===== src/rtl/bgc_pkg.sv =====
`default_nettype none

package bgc_pkg;

   localparam int unsigned TICK_WIDTH    = 32;
   localparam int unsigned WINDOW_WIDTH  = 16;
   localparam int unsigned GESTURE_WIDTH = 3;

   localparam logic [WINDOW_WIDTH-1:0] LONG_HOLD_RESET_TICKS = 16'd500;
   localparam logic [WINDOW_WIDTH-1:0] REPRESS_RESET_TICKS   = 16'd1000;

   typedef enum logic [1:0] {
      PHASE_IDLE      = 2'd0,
      PHASE_HOLDING   = 2'd1,
      PHASE_LONG_HOLD = 2'd2,
      PHASE_REPRESS   = 2'd3
   } phase_type;

   typedef enum logic [1:0] {
      EVENT_NONE    = 2'd0,
      EVENT_PRESS   = 2'd1,
      EVENT_RELEASE = 2'd2,
      EVENT_HOLD    = 2'd3
   } event_type;

   typedef enum logic [GESTURE_WIDTH-1:0] {
      GESTURE_NONE    = 3'd0,
      GESTURE_REVERSE = 3'd1,
      GESTURE_UP      = 3'd2,
      GESTURE_CLICK   = 3'd3,
      GESTURE_DOWN    = 3'd4
   } gesture_type;

   localparam logic CSR_LONG_HOLD = 1'b0;
   localparam logic CSR_REPRESS   = 1'b1;

   localparam logic CLASSIFIED_BUTTON = 1'b1;

endpackage

`default_nettype wire


===== src/rtl/button_gesture_classifier.sv =====
// Pipeline: an accepted request is held in the input register, then its gesture goes to
// the result register; a response stall holds both (input register, result register).
// Throughput: one request per cycle unless stalled; gesture state steps once per request.
// Reset: synchronous, active high; clears the valid of both stages, the gesture state and flags,
// and loads the long hold / re-press windows with 500 and 1000 ticks.
`default_nettype none

module button_gesture_classifier
   import bgc_pkg::*;
(
   input  wire logic                     clock,
   input  wire logic                     reset,
   input  wire logic                     req_valid,
   output logic                          req_ready,
   input  wire logic [TICK_WIDTH-1:0]    req_now_tick,
   input  wire logic                     req_button_index,
   input  wire logic [1:0]               req_event_kind,
   output logic                          rsp_valid,
   input  wire logic                     rsp_ready,
   output logic [GESTURE_WIDTH-1:0]      rsp_gesture_code,
   input  wire logic                     csr_valid,
   output logic                          csr_ready,
   input  wire logic                     csr_index,
   input  wire logic [WINDOW_WIDTH-1:0]  csr_wdata
);

   // configuration
   logic [WINDOW_WIDTH-1:0] long_hold_ff, repress_ff;

   // input stage
   logic                  in_valid_ff, in_valid_in;
   logic [TICK_WIDTH-1:0] now_ff;
   logic                  button_ff;
   event_type             event_ff;

   // result stage
   logic                     rsp_valid_ff, rsp_valid_in;
   logic [GESTURE_WIDTH-1:0] gesture_ff;

   // gesture state
   phase_type             phase_ff, phase_in;
   logic [TICK_WIDTH-1:0] stamp_ff, stamp_in;
   logic pressed_ff, pressed_in, prev_pressed_ff, prev_pressed_in;
   logic hold_ff, hold_in, long_hold_flag_ff, long_hold_flag_in;
   logic released_ff, released_in, click_ff, click_in;
   logic reverse_ff, reverse_in, checking_ff, checking_in;

   // state after the event and machine step, before the gesture pick
   phase_type             phase_adv;
   logic [TICK_WIDTH-1:0] stamp_adv;
   logic pressed_adv, hold_adv, long_hold_adv, released_adv;
   logic click_adv, reverse_adv, checking_adv;
   gesture_type           gesture_pick;

   logic advance, step;

   assign advance   = !rsp_valid_ff || rsp_ready;
   assign step      = in_valid_ff && advance;
   assign req_ready = !in_valid_ff || advance;
   assign csr_ready = 1'b1;

   assign in_valid_in  = (req_valid && req_ready) || (in_valid_ff && !advance);
   assign rsp_valid_in = step || (rsp_valid_ff && !rsp_ready);

   assign rsp_valid        = rsp_valid_ff;
   assign rsp_gesture_code = gesture_ff;

   // event, then the phase machine
   always_comb begin
      phase_adv     = phase_ff;
      stamp_adv     = stamp_ff;
      pressed_adv   = pressed_ff;
      hold_adv      = hold_ff;
      long_hold_adv = long_hold_flag_ff;
      released_adv  = released_ff;
      click_adv     = click_ff;
      reverse_adv   = reverse_ff;
      checking_adv  = checking_ff;

      if (button_ff == CLASSIFIED_BUTTON) begin
         unique case (event_ff)
            EVENT_PRESS:   pressed_adv = 1'b1;
            EVENT_RELEASE: pressed_adv = 1'b0;
            EVENT_HOLD: begin
               hold_adv  = 1'b1;
               stamp_adv = now_ff;
            end
            default: ;
         endcase
      end

      if (hold_adv && phase_adv == PHASE_IDLE) begin
         stamp_adv = now_ff;
         phase_adv = PHASE_HOLDING;
      end

      priority if (prev_pressed_ff != pressed_adv && !pressed_adv
                   && phase_adv == PHASE_IDLE) begin
         click_adv = 1'b1;
      end else if (!pressed_adv && phase_adv == PHASE_HOLDING) begin
         released_adv = 1'b1;
         checking_adv = 1'b0;
         phase_adv    = PHASE_IDLE;
      end else if ((now_ff - stamp_adv) > {{(TICK_WIDTH-WINDOW_WIDTH){1'b0}}, long_hold_ff}
                   && phase_adv == PHASE_HOLDING) begin
         long_hold_adv = 1'b1;
         phase_adv     = PHASE_LONG_HOLD;
      end else begin
      end

      if (long_hold_adv && !pressed_adv) begin
         long_hold_adv = 1'b0;
         phase_adv     = PHASE_REPRESS;
         stamp_adv     = now_ff;
      end

      if (phase_adv == PHASE_REPRESS) begin
         priority if ((now_ff - stamp_adv)
                      > {{(TICK_WIDTH-WINDOW_WIDTH){1'b0}}, repress_ff}) begin
            phase_adv = PHASE_IDLE;
            if (!pressed_adv) begin
               released_adv = 1'b1;
               checking_adv = 1'b0;
            end
         end else if (pressed_adv && !prev_pressed_ff) begin
            // quick re-press after a long hold
            stamp_adv    = now_ff;
            reverse_adv  = 1'b1;
            checking_adv = 1'b1;
         end else begin
         end
      end
   end

   // gesture pick by priority; the reported flag is consumed
   always_comb begin
      gesture_pick = GESTURE_NONE;
      reverse_in   = reverse_adv;
      released_in  = released_adv;
      hold_in      = hold_adv;
      click_in     = click_adv;
      priority if (reverse_adv) begin
         gesture_pick = GESTURE_REVERSE;
         reverse_in   = 1'b0;
      end else if (released_adv) begin
         gesture_pick = GESTURE_UP;
         released_in  = 1'b0;
         hold_in      = 1'b0;
      end else if (click_adv) begin
         gesture_pick = GESTURE_CLICK;
         click_in     = 1'b0;
      end else if (hold_adv && !checking_adv) begin
         gesture_pick = GESTURE_DOWN;
         hold_in      = 1'b0;
      end else begin
      end
   end

   assign phase_in          = phase_adv;
   assign stamp_in          = stamp_adv;
   assign pressed_in        = pressed_adv;
   assign prev_pressed_in   = pressed_adv;
   assign long_hold_flag_in = long_hold_adv;
   assign checking_in       = checking_adv;

   always_ff @(posedge clock) begin
      if (reset) begin
         in_valid_ff       <= 1'b0;
         rsp_valid_ff      <= 1'b0;
         long_hold_ff      <= LONG_HOLD_RESET_TICKS;
         repress_ff        <= REPRESS_RESET_TICKS;
         phase_ff          <= PHASE_IDLE;
         stamp_ff          <= '0;
         pressed_ff        <= 1'b0;
         prev_pressed_ff   <= 1'b0;
         hold_ff           <= 1'b0;
         long_hold_flag_ff <= 1'b0;
         released_ff       <= 1'b0;
         click_ff          <= 1'b0;
         reverse_ff        <= 1'b0;
         checking_ff       <= 1'b0;
      end else begin
         in_valid_ff  <= in_valid_in;
         rsp_valid_ff <= rsp_valid_in;
         if (csr_valid && csr_ready) begin
            unique case (csr_index)
               CSR_LONG_HOLD: long_hold_ff <= csr_wdata;
               CSR_REPRESS:   repress_ff   <= csr_wdata;
               default: ;
            endcase
         end
         if (step) begin
            phase_ff          <= phase_in;
            stamp_ff          <= stamp_in;
            pressed_ff        <= pressed_in;
            prev_pressed_ff   <= prev_pressed_in;
            hold_ff           <= hold_in;
            long_hold_flag_ff <= long_hold_flag_in;
            released_ff       <= released_in;
            click_ff          <= click_in;
            reverse_ff        <= reverse_in;
            checking_ff       <= checking_in;
         end
      end
   end

   // payload registers
   always_ff @(posedge clock) begin
      if (req_valid && req_ready) begin
         now_ff    <= req_now_tick;
         button_ff <= req_button_index;
         event_ff  <= event_type'(req_event_kind);
      end
      if (step) begin
         gesture_ff <= gesture_pick;
      end
   end

   a_long_hold_phase: assert property (@(posedge clock) disable iff (reset)
      long_hold_flag_ff |-> phase_ff == PHASE_LONG_HOLD)
      else $error("long hold flag outside long hold phase");

   a_step_gives_result: assert property (@(posedge clock) disable iff (reset)
      step |=> rsp_valid_ff && gesture_ff == $past(gesture_pick))
      else $error("processed request produced no result");

   a_reset_clears: assert property (@(posedge clock)
      reset |=> !rsp_valid_ff && !in_valid_ff && phase_ff == PHASE_IDLE)
      else $error("reset did not clear pipeline and phase");

endmodule

`default_nettype wire


===== config.mk =====
export PLATFORM = sky130hd
export DESIGN_NAME = button_gesture_classifier
export DESIGN_NICKNAME = d
export VERILOG_FILES = /design/src/rtl/bgc_pkg.sv /design/src/rtl/button_gesture_classifier.sv
export SDC_FILE = /design/constraint.sdc
export NUM_CORES = 1
export LEC_CHECK = 0
export ABC_AREA = 1
export BUFFER_PORTS_ARGS = -buffer_cell sky130_fd_sc_hd__clkbuf_2
export CORE_ASPECT_RATIO = 1.1
export CORE_MARGIN = 2
export CORE_UTILIZATION = 40
export CTS_CLUSTER_DIAMETER = 60
export DETAILED_ROUTE_END_ITERATION = 10
export GPL_ROUTABILITY_DRIVEN = 0
export PLACE_DENSITY = 0.6
export SYNTH_ARGS = -nofsm -noshare
export SYNTH_HDL_FRONTEND = slang
export SYNTH_SLANG_ARGS = --single-unit

===== constraint.sdc =====
create_clock -name clock -period 14 [get_ports clock]
set_clock_uncertainty 0.05 [all_clocks]
set_input_delay 4.2 -clock clock [delete_from_list [all_inputs] [get_ports clock]]
set_output_delay 4.2 -clock clock [all_outputs]
set_load 0.01 [all_outputs]

==> results by stage, run 1 <==
Die:
- The initial utilization of the core area, before any placement, comes to 40.8%.
- The width of the die is 160 um.
- The area of the core region is 0.0263 sq mm.
- In this run the vertical extent of the chip is 176 um.
- The number of primary I/O pins is 63.
- The die covers 0.0282 sq mm.
- The initialized floorplan defines 62 standard-cell rows.

Hold path:
- The worst hold path was traced through 2 stages.
- The path class of the tightest hold or removal check is reg -> reg.

STA:
- The actual transition at the worst max-transition pin is 1050 ps.
- The final-report max-slew violation count is 0.
- The final setup violation count is 0.
- Setup repair after global routing left no endpoint under its margin.
- The highest achievable clock rate is 113 MHz.
- In the finished design, the share of the clock period the worst path needs comes to 63.0%.
- In this run the tightest slew margin relative to its limit is 30.3%.
- Setup total negative slack on the finished layout was measured at 0 ps.
- The post-route worst hold slack is 417 ps.
- The final hold violation count was 0.
- The time the final worst path needs with I/O delays and setup is 8830 ps.

Clocking:
- The cell chosen for the clock root is sky130_fd_sc_hd__clkbuf_16.
- The H-tree was split into 3 levels.
- The hold buffer count at CTS is 0.
- The number of post-CTS setup repair buffers is 0.
- The clock latency on the worst-skew pair is 380 ps.
- The number of buffers inserted during clock tree synthesis is 9.
- The clock-pin slew on the worst setup and hold paths is 90 ps.
- The number of buffers on the longest clock path is 2.
- The number of gates resized after CTS was 0.
- The number of clock sinks seen by CTS is 112.
- TritonCTS built the clock tree.

Synth:
- The most instantiated flip-flop cell in the synthesis netlist is sky130_fd_sc_hd__dfxtp_1.
- Dividing the synthesized area by the synthesized cell count gives 6.27 sq um.
- The warning count from the yosys run is 0.
- The number of different library cells used by synthesis comes to 54.
- The net count of the mapped netlist is 1,866.
- The post-synthesis instance total is 1,713.
- Sequential elements use 24.4% of the synthesized area.
- The fraction of synthesis flops using an asynchronous set or reset pin is 0%.
- The summed instance area of the synthesized netlist is 0.0107 sq mm.
- The synthesized design contains 112 register bits.
- The count of flip-flops with a built-in enable after synthesis is 38.

Global route:
- The first global-routing pass estimated 52,700 um of wire.
- The maximum number of pins on one net before global-route repair is 65.
- The residual overflow from global routing is 0.
- The via count of the first global-routing pass is 10,100.
- The number of antenna violations at the first check in global routing came to 0.
- Global routing used 23.6% of the available tracks across all layers.

Detailed routing:
- The number of nets with antenna violations after routing is 0.
- The DRC violation total after the first TritonRoute iteration is 871.
- The total length of routed wires is 33,500 um.
- In the final routed layout, each cell accounts on average for 15.9 um.
- The mean number of vias per cell is 5.29.
- The first detailed-routing pass ran for 5 iterations.
- The total number of vias is 11,100.
- The DRC violation count after routing is 0.

Layout:
- At the end of the flow, the number of nets in the layout was 1,895.
- The post-route non-filler standard cell count is 2,099.
- The share of cells above drive strength 1 is 6.93%.
- From synthesis to final layout, the design area changed by 8.74%.
- The repair_antennas step left the layout with diodes totalling 0.

Placement:
- The HPWL after detailed placement is 26,100 um.
- The number of placed instances, taps included, is 2,083.
- Input and output buffers added on the ports amount to 61.

Setup path:
- For the worst setup path, the data required time is 9750 ps.
- The depth of the worst register-to-register path is 34.
- Of all nets on the critical path, the largest fanout is 3.
- The critical path data arrival time is 4580 ps.
- The critical path startpoint is rsp_ready.
- The launch point of the worst reg-to-reg path is event_ff[0]$_DFFE_PP_.
- The worst setup path endpoint is req_ready.
- STA classifies the critical path startpoint as an input pin.
- By startpoint and endpoint, the worst setup path is classified as in -> out.
- The worst register-to-register path ends at released_ff$_SDFFE_PP0P_.
- For flop-to-flop paths, the worst setup slack is 6840 ps.
- The kind of capture point of the worst setup path is an output pin.

Power:
- The reported leakage power is 5.21 nW.
- The worst-case IR drop observed on VDD is 0.0503 mV.
- The total power density per cell area is 86.3 mW/mm^2.

Run:
- Max-cap violations in this run came to 0.

Outcome:
- The run finished with clean final reports.
state kept, by name, indices dropped and copies added (netlist names):
register           flops
now_ff                32
repress_ff            16
released_ff            1
checking_ff            1
rsp_gesture_code       3
button_ff              1
long_hold_ff          16
hold_ff                1
phase_ff               2
prev_pressed_ff        1
rsp_valid              1
event_ff               2
in_valid_ff            1
click_ff               1
stamp_ff              32
long_hold_flag_ff      1
worst max-delay path, stage by stage:
cell,delay (ps)
sky130_fd_sc_hd__clkbuf_2,80
sky130_fd_sc_hd__inv_1,50
sky130_fd_sc_hd__nand3_1,100
sky130_fd_sc_hd__clkbuf_2,140
power by group:
group / switching (mW) / leakage [nW] / internal [mW]
logic: 0.237 / 4.07 / 0.123
registers: 0.0112 / 0.975 / 0.352
clock network: 0.152 / 0.157 / 0.133
total: 0.401 / 5.21 / 0.607
cell usage after synthesis (2+ instances only):
library cell               number  area [sq um]
sky130_fd_sc_hd__and3_1         5          31.3
sky130_fd_sc_hd__clkbuf_1      40           150
sky130_fd_sc_hd__nand2_1      463          1740
sky130_fd_sc_hd__xnor2_1        6          52.6
sky130_fd_sc_hd__or2_2          5          31.3
sky130_fd_sc_hd__a31oi_1        7          43.8
sky130_fd_sc_hd__o21ai_1       41           205
sky130_fd_sc_hd__nand3_2        2          20.0
sky130_fd_sc_hd__a21boi_0       2          15.0
sky130_fd_sc_hd__buf_1          6          22.5
sky130_fd_sc_hd__nand3b_1       5          37.5
sky130_fd_sc_hd__inv_1        242           908
sky130_fd_sc_hd__nor2_1       153           574
sky130_fd_sc_hd__o21ai_0      100           500
sky130_fd_sc_hd__o211ai_1      18           135
sky130_fd_sc_hd__nor4_1         3          18.8
sky130_fd_sc_hd__a21oi_2        2          17.5
sky130_fd_sc_hd__a21oi_1      169           846
sky130_fd_sc_hd__edfxtp_1      38          1140
sky130_fd_sc_hd__fa_1           2          40.0
sky130_fd_sc_hd__nand3_1       63           315
sky130_fd_sc_hd__nand4_1       15          93.8
sky130_fd_sc_hd__dfxtp_1       74          1480
sky130_fd_sc_hd__xor2_1        30           263
sky130_fd_sc_hd__buf_6          3          33.8
sky130_fd_sc_hd__o21ai_2        2          17.5
sky130_fd_sc_hd__o22ai_1       30           188
sky130_fd_sc_hd__nor2_2         5          31.3
sky130_fd_sc_hd__o21a_1        32           240
sky130_fd_sc_hd__and2_1         2          12.5
sky130_fd_sc_hd__buf_2          3          15.0
sky130_fd_sc_hd__a21o_1         5          37.5
sky130_fd_sc_hd__inv_2          9          33.8
sky130_fd_sc_hd__buf_4          2          15.0
sky130_fd_sc_hd__o21bai_1       7          52.6
sky130_fd_sc_hd__nor3_1        10          50.1
sky130_fd_sc_hd__o221ai_1       2          17.5
sky130_fd_sc_hd__ha_1          94          1180
area by class of cell:
class / instances / area, sq um
clock buffer: 9 / 225
clock inverter: 7 / 101
fill: 2784 / 14600
inverter: 253 / 955
multi-input combinational: 1294 / 6950
sequential: 112 / 2620
tap: 352 / 440
timing repair buffer: 72 / 388
cell families after synthesis:
kind of cell             count (synthesis)  share of synthesized area (%)
XOR/XNOR                                36                           2.94
flip-flops                             112                           24.4
AND/OR/NAND/NOR                        733                           27.6
other                                    1                         0.0349
adder cells (fa/ha/maj)                 96                           11.3
AO/OA/AOI/OAI                          428                           22.6
buffers and inverters                  307                           11.1
metrics by stage:
stage | worst slack, ps | cell area, sq um | power [mW] | utilization (%)
after detailed placement | 5160 | 11400 | 0.726 | 43.2
after floorplan | 5370 | 10700 | 0.625 | -
after global routing | 5120 | 11700 | 1.07 | 44.4
final | 5170 | 11700 | 1.01 | 44.4
after global placement | 5170 | 11400 | 0.721 | 43.2
after CTS | 5160 | 11700 | 1.01 | 44.4
worst min path at each step:
| stage | start | to | slack (ps) |
|---|---|---|---|
| floorplan | repress_ff[1]$_SDFFE_PP0P_ | repress_ff[1]$_SDFFE_PP0P_ | 380 |
| global placement | in_valid_ff$_SDFF_PP0_ | rsp_valid$_SDFF_PP0_ | 400 |
| detailed placement | stamp_ff[25]$_SDFFE_PP0P_ | stamp_ff[25]$_SDFFE_PP0P_ | 410 |
| CTS | stamp_ff[13]$_SDFFE_PP0P_ | stamp_ff[13]$_SDFFE_PP0P_ | 420 |
| global route | stamp_ff[28]$_SDFFE_PP0P_ | stamp_ff[28]$_SDFFE_PP0P_ | 430 |
| finish | stamp_ff[22]$_SDFFE_PP0P_ | stamp_ff[22]$_SDFFE_PP0P_ | 420 |
metal layers:
metal / vias to the layer above / GRT usage, % / part of all wire, %
met1: 5008 / 31.2 / 44
li1: 5684 / - / -
met5: - / 0 / 0
met4: 0 / 9.80 / 3.7
met2: 351 / 39.4 / 46
met3: 59 / 2.67 / 5.9
cells in the final DEF, fill, tap and decap left out, types with 2 or more instances in the layout:
cell type / synthesis / routed
sky130_fd_sc_hd__o21a_1: 32 / 32
sky130_fd_sc_hd__nor4_1: 3 / 3
sky130_fd_sc_hd__nand4_1: 15 / 15
sky130_fd_sc_hd__clkbuf_2: 0 / 61
sky130_fd_sc_hd__a21oi_1: 169 / 168
sky130_fd_sc_hd__buf_4: 2 / 11
sky130_fd_sc_hd__and3_1: 5 / 5
sky130_fd_sc_hd__o21ai_0: 100 / 100
sky130_fd_sc_hd__xnor2_1: 6 / 6
sky130_fd_sc_hd__o21ai_2: 2 / 2
sky130_fd_sc_hd__o211ai_1: 18 / 18
sky130_fd_sc_hd__o21bai_1: 7 / 7
sky130_fd_sc_hd__nand3b_1: 5 / 5
sky130_fd_sc_hd__ha_1: 94 / 94
sky130_fd_sc_hd__nor2_2: 5 / 6
sky130_fd_sc_hd__edfxtp_1: 38 / 38
sky130_fd_sc_hd__clkbuf_16: 0 / 9
sky130_fd_sc_hd__a21o_1: 5 / 5
sky130_fd_sc_hd__nand2_1: 463 / 463
sky130_fd_sc_hd__and2_1: 2 / 2
sky130_fd_sc_hd__inv_12: 0 / 2
sky130_fd_sc_hd__a21oi_2: 2 / 2
sky130_fd_sc_hd__o21ai_1: 41 / 41
sky130_fd_sc_hd__nand3_1: 63 / 63
sky130_fd_sc_hd__o221ai_1: 2 / 2
sky130_fd_sc_hd__nor2_1: 153 / 152
sky130_fd_sc_hd__a21boi_0: 2 / 2
sky130_fd_sc_hd__inv_1: 242 / 241
sky130_fd_sc_hd__clkinv_1: 1 / 2
sky130_fd_sc_hd__nand3_2: 2 / 2
sky130_fd_sc_hd__inv_2: 9 / 9
sky130_fd_sc_hd__fa_1: 2 / 2
sky130_fd_sc_hd__nor3_1: 10 / 10
sky130_fd_sc_hd__dfxtp_1: 74 / 74
sky130_fd_sc_hd__xor2_1: 30 / 30
sky130_fd_sc_hd__clkinv_8: 0 / 3
sky130_fd_sc_hd__o22ai_1: 30 / 29
sky130_fd_sc_hd__a31oi_1: 7 / 7
sky130_fd_sc_hd__or2_2: 5 / 5
(Power assumes the default switching activity.)
==> run 2, diff against run 1 <==
PLACE_DENSITY = 0.62   (was 0.6)
clock period = 7.4 ns   (was 14 ns; I/O delays follow)
==> results by stage, run 2 (synthesized netlist as in run 1, its figures left out) <==
Layout:
- Cells with a size suffix above 1 make up 7.04% of the layout.
- From synthesis to final layout, the design area changed by 8.74%.
- The largest registers in the layout are now_ff (32), stamp_ff (32).
- The net count of the finished layout is 1,896.
- Fill cells in the final layout number 2,781.
- Cells fill 44.4% of the core in the end.
- The combined flip-flop and latch cell area is 0.00262 sq mm.
- The diode insertion count for antenna repair is 0.
- The library cell used most frequently in the layout, excluding fill and tap cells, is sky130_fd_sc_hd__nand2_1.
- In the layout the commonest cells are sky130_fd_sc_hd__nand2_1 (462), sky130_fd_sc_hd__inv_1 (241), sky130_fd_sc_hd__a21oi_1 (168), sky130_fd_sc_hd__nor2_1 (152), sky130_fd_sc_hd__o21ai_0 (100).
- The footprint of the multi-input gates is 0.00695 sq mm.
- The post-route non-filler standard cell count is 2,100.

Detailed routing:
- The wire length per cell is 16.3 um.
- The mean number of vias per cell is 5.32.
- The DRC violation count after routing is 0.
- Summing over every cut layer, the via total after detailed routing is 11,200.
- The pre-antenna-repair detailed-routing pass consisted of 6 iterations.
- The routed design has 34,100 um of wire.
- The DRC violation total after the first TritonRoute iteration is 905.
- In this run the remaining antenna-violating nets after routing total 0.

Setup path:
- The library cell contributing the largest single delay on the critical path is sky130_fd_sc_hd__edfxtp_1.
- The data required time of the critical path is 7650 ps.
- The critical path data arrival time is 6550 ps.
- The maximum fanout count along the critical path is 36.
- The worst setup path is of the reg -> reg kind.
- The kind of capture point of the worst setup path is a flop.
- The critical path's largest stage delay is 400 ps.
- The most common cell type on the critical path is sky130_fd_sc_hd__nand2_1.
- STA classifies the critical path startpoint as a flop.

Clocking:
- The clock tree from TritonCTS is built.
- In this run the post-CTS setup repair buffer count came out at 0.
- Once the clock tree was built, the resizer swapped 0 gates to a different size.
- Clock-pin slew was measured on the worst setup and hold paths at 100 ps.
- The clock passes through at most 2 buffers.
- Clock latency on the worst-skew pair, taken at its later pin, is 380 ps.
- The root buffer cell chosen for the clock tree is sky130_fd_sc_hd__clkbuf_16.
- Hold repair after CTS inserted 0 buffers.
- The number of clock sinks seen by CTS is 112.
- Buffers inserted during clock tree synthesis total 9.
- The H-tree was split into 3 levels.

Hold path:
- The worst min-delay path class is reg -> reg.

Power:
- In this run the static leakage power is 5.21 nW.
- VDD sags by at most 0.122 mV.
- For this design the ratio of total power to cell area is 163 mW/mm^2.

STA:
- The tightest hold path in the finished design has a slack of 418 ps.
- The accumulated negative setup slack is 0 ps.
- The actual transition at the worst max-transition pin is 1000 ps.
- Setup violations remaining at the end of the flow were counted as 0.
- The final hold violation count is 0.
- Derived from the worst setup path, the maximum achievable clock frequency is 159 MHz.
- Setup repair after global routing left no endpoint under its margin.
- The final-report max-slew violation count is 0.
- The post-route fraction of the period consumed by the critical path is 85.1%.
- The time the final worst path needs with I/O delays and setup is 6300 ps.
- In this run the tightest slew margin relative to its limit is 33.2%.

Global route:
- Entering global routing, the biggest net connects 47 pins.
- The via count of the first global-routing pass is 10,200.
- The global-route wire length before repair is 53,900 um.
- The residual overflow from global routing is 0.
- The number of antenna violations at the first check in global routing is 0.
- Global routing used 24.2% of the available tracks.

Placement:
- The number of placed instances, taps included, is 2,084.
- The HPWL after detailed placement is 26,900 um.
- The number of buffers added on ports is 61.

Run:
- The number of maximum-capacitance constraint violations is 0.

Die:
- 63 I/O pins were placed.
- The site row count is 62.
- The vertical extent of the die is 176 um.
- In this run the horizontal extent of the chip is 160 um.
- The die covers 0.0282 sq mm.
- For this configuration, the core starts out at a cell density of 40.8%.
- The region available for standard cell placement spans 0.0263 sq mm.

Outcome:
- The flow ran to the end, and the final reports show no timing, DRC or antenna violations.
## run 2: cell type report
cell class / instances / share of cell area [%]
repair buffers: 73 / 3.39
well taps: 352 / 3.77
clock inverters: 7 / 0.782
clock buffers: 9 / 1.93
inverters: 253 / 8.17
multi-input cells: 1294 / 59.5
flip-flops and latches: 112 / 22.5
## run 2: critical path: cells and delay by family, from the launching register on
family	cells	cell delay (ps)
AOI/OAI and AO/OA	7	1300
xor gates and xnor gates	1	160
and+or+nand+nor	16	1580
adders and majority gates	3	940
DFF	1	400
buffers and inverters	9	1770
## run 2: path summary, 6_finish.rpt
path	depth (start not counted)	endpoint	slack, ps	start
worst min-delay path	2	long_hold_ff[9]$_SDFFE_PP0P_	420	long_hold_ff[9]$_SDFFE_PP0P_
worst min register to register	2	long_hold_ff[9]$_SDFFE_PP0P_	420	long_hold_ff[9]$_SDFFE_PP0P_
worst max-delay path	36	stamp_ff[2]$_SDFFE_PP0P_	1100	event_ff[0]$_DFFE_PP_
worst max register to register	36	stamp_ff[2]$_SDFFE_PP0P_	1100	event_ff[0]$_DFFE_PP_
## run 2: metal layers
| metal | vias to the layer above | global-route usage, % | routed length [um] | part of all wire (%) |
|---|---|---|---|---|
| met4 | 0 | 12.4 | 1790 | 5.2 |
| li1 | 5699 | - | - | - |
| met2 | 371 | 40.2 | 15400 | 45 |
| met1 | 5031 | 30.8 | 14900 | 44 |
| met5 | - | 0 | 0 | 0 |
| met3 | 77 | 3.26 | 2060 | 6.0 |
## run 2: power breakdown
group          internal, mW  switching, mW
Combinational         0.232          0.449
Clock                 0.247          0.284
Sequential            0.666         0.0212
Total                  1.15          0.754
## run 2: per-stage QoR
stage	cell area, sq um	setup WS, ps	total power, mW
floorplan	10700	2400	1.18
global placement	11400	1240	1.36
detailed placement	11400	1140	1.37
CTS	11700	1130	1.91
global route	11700	329	2.02
finish	11700	1100	1.90
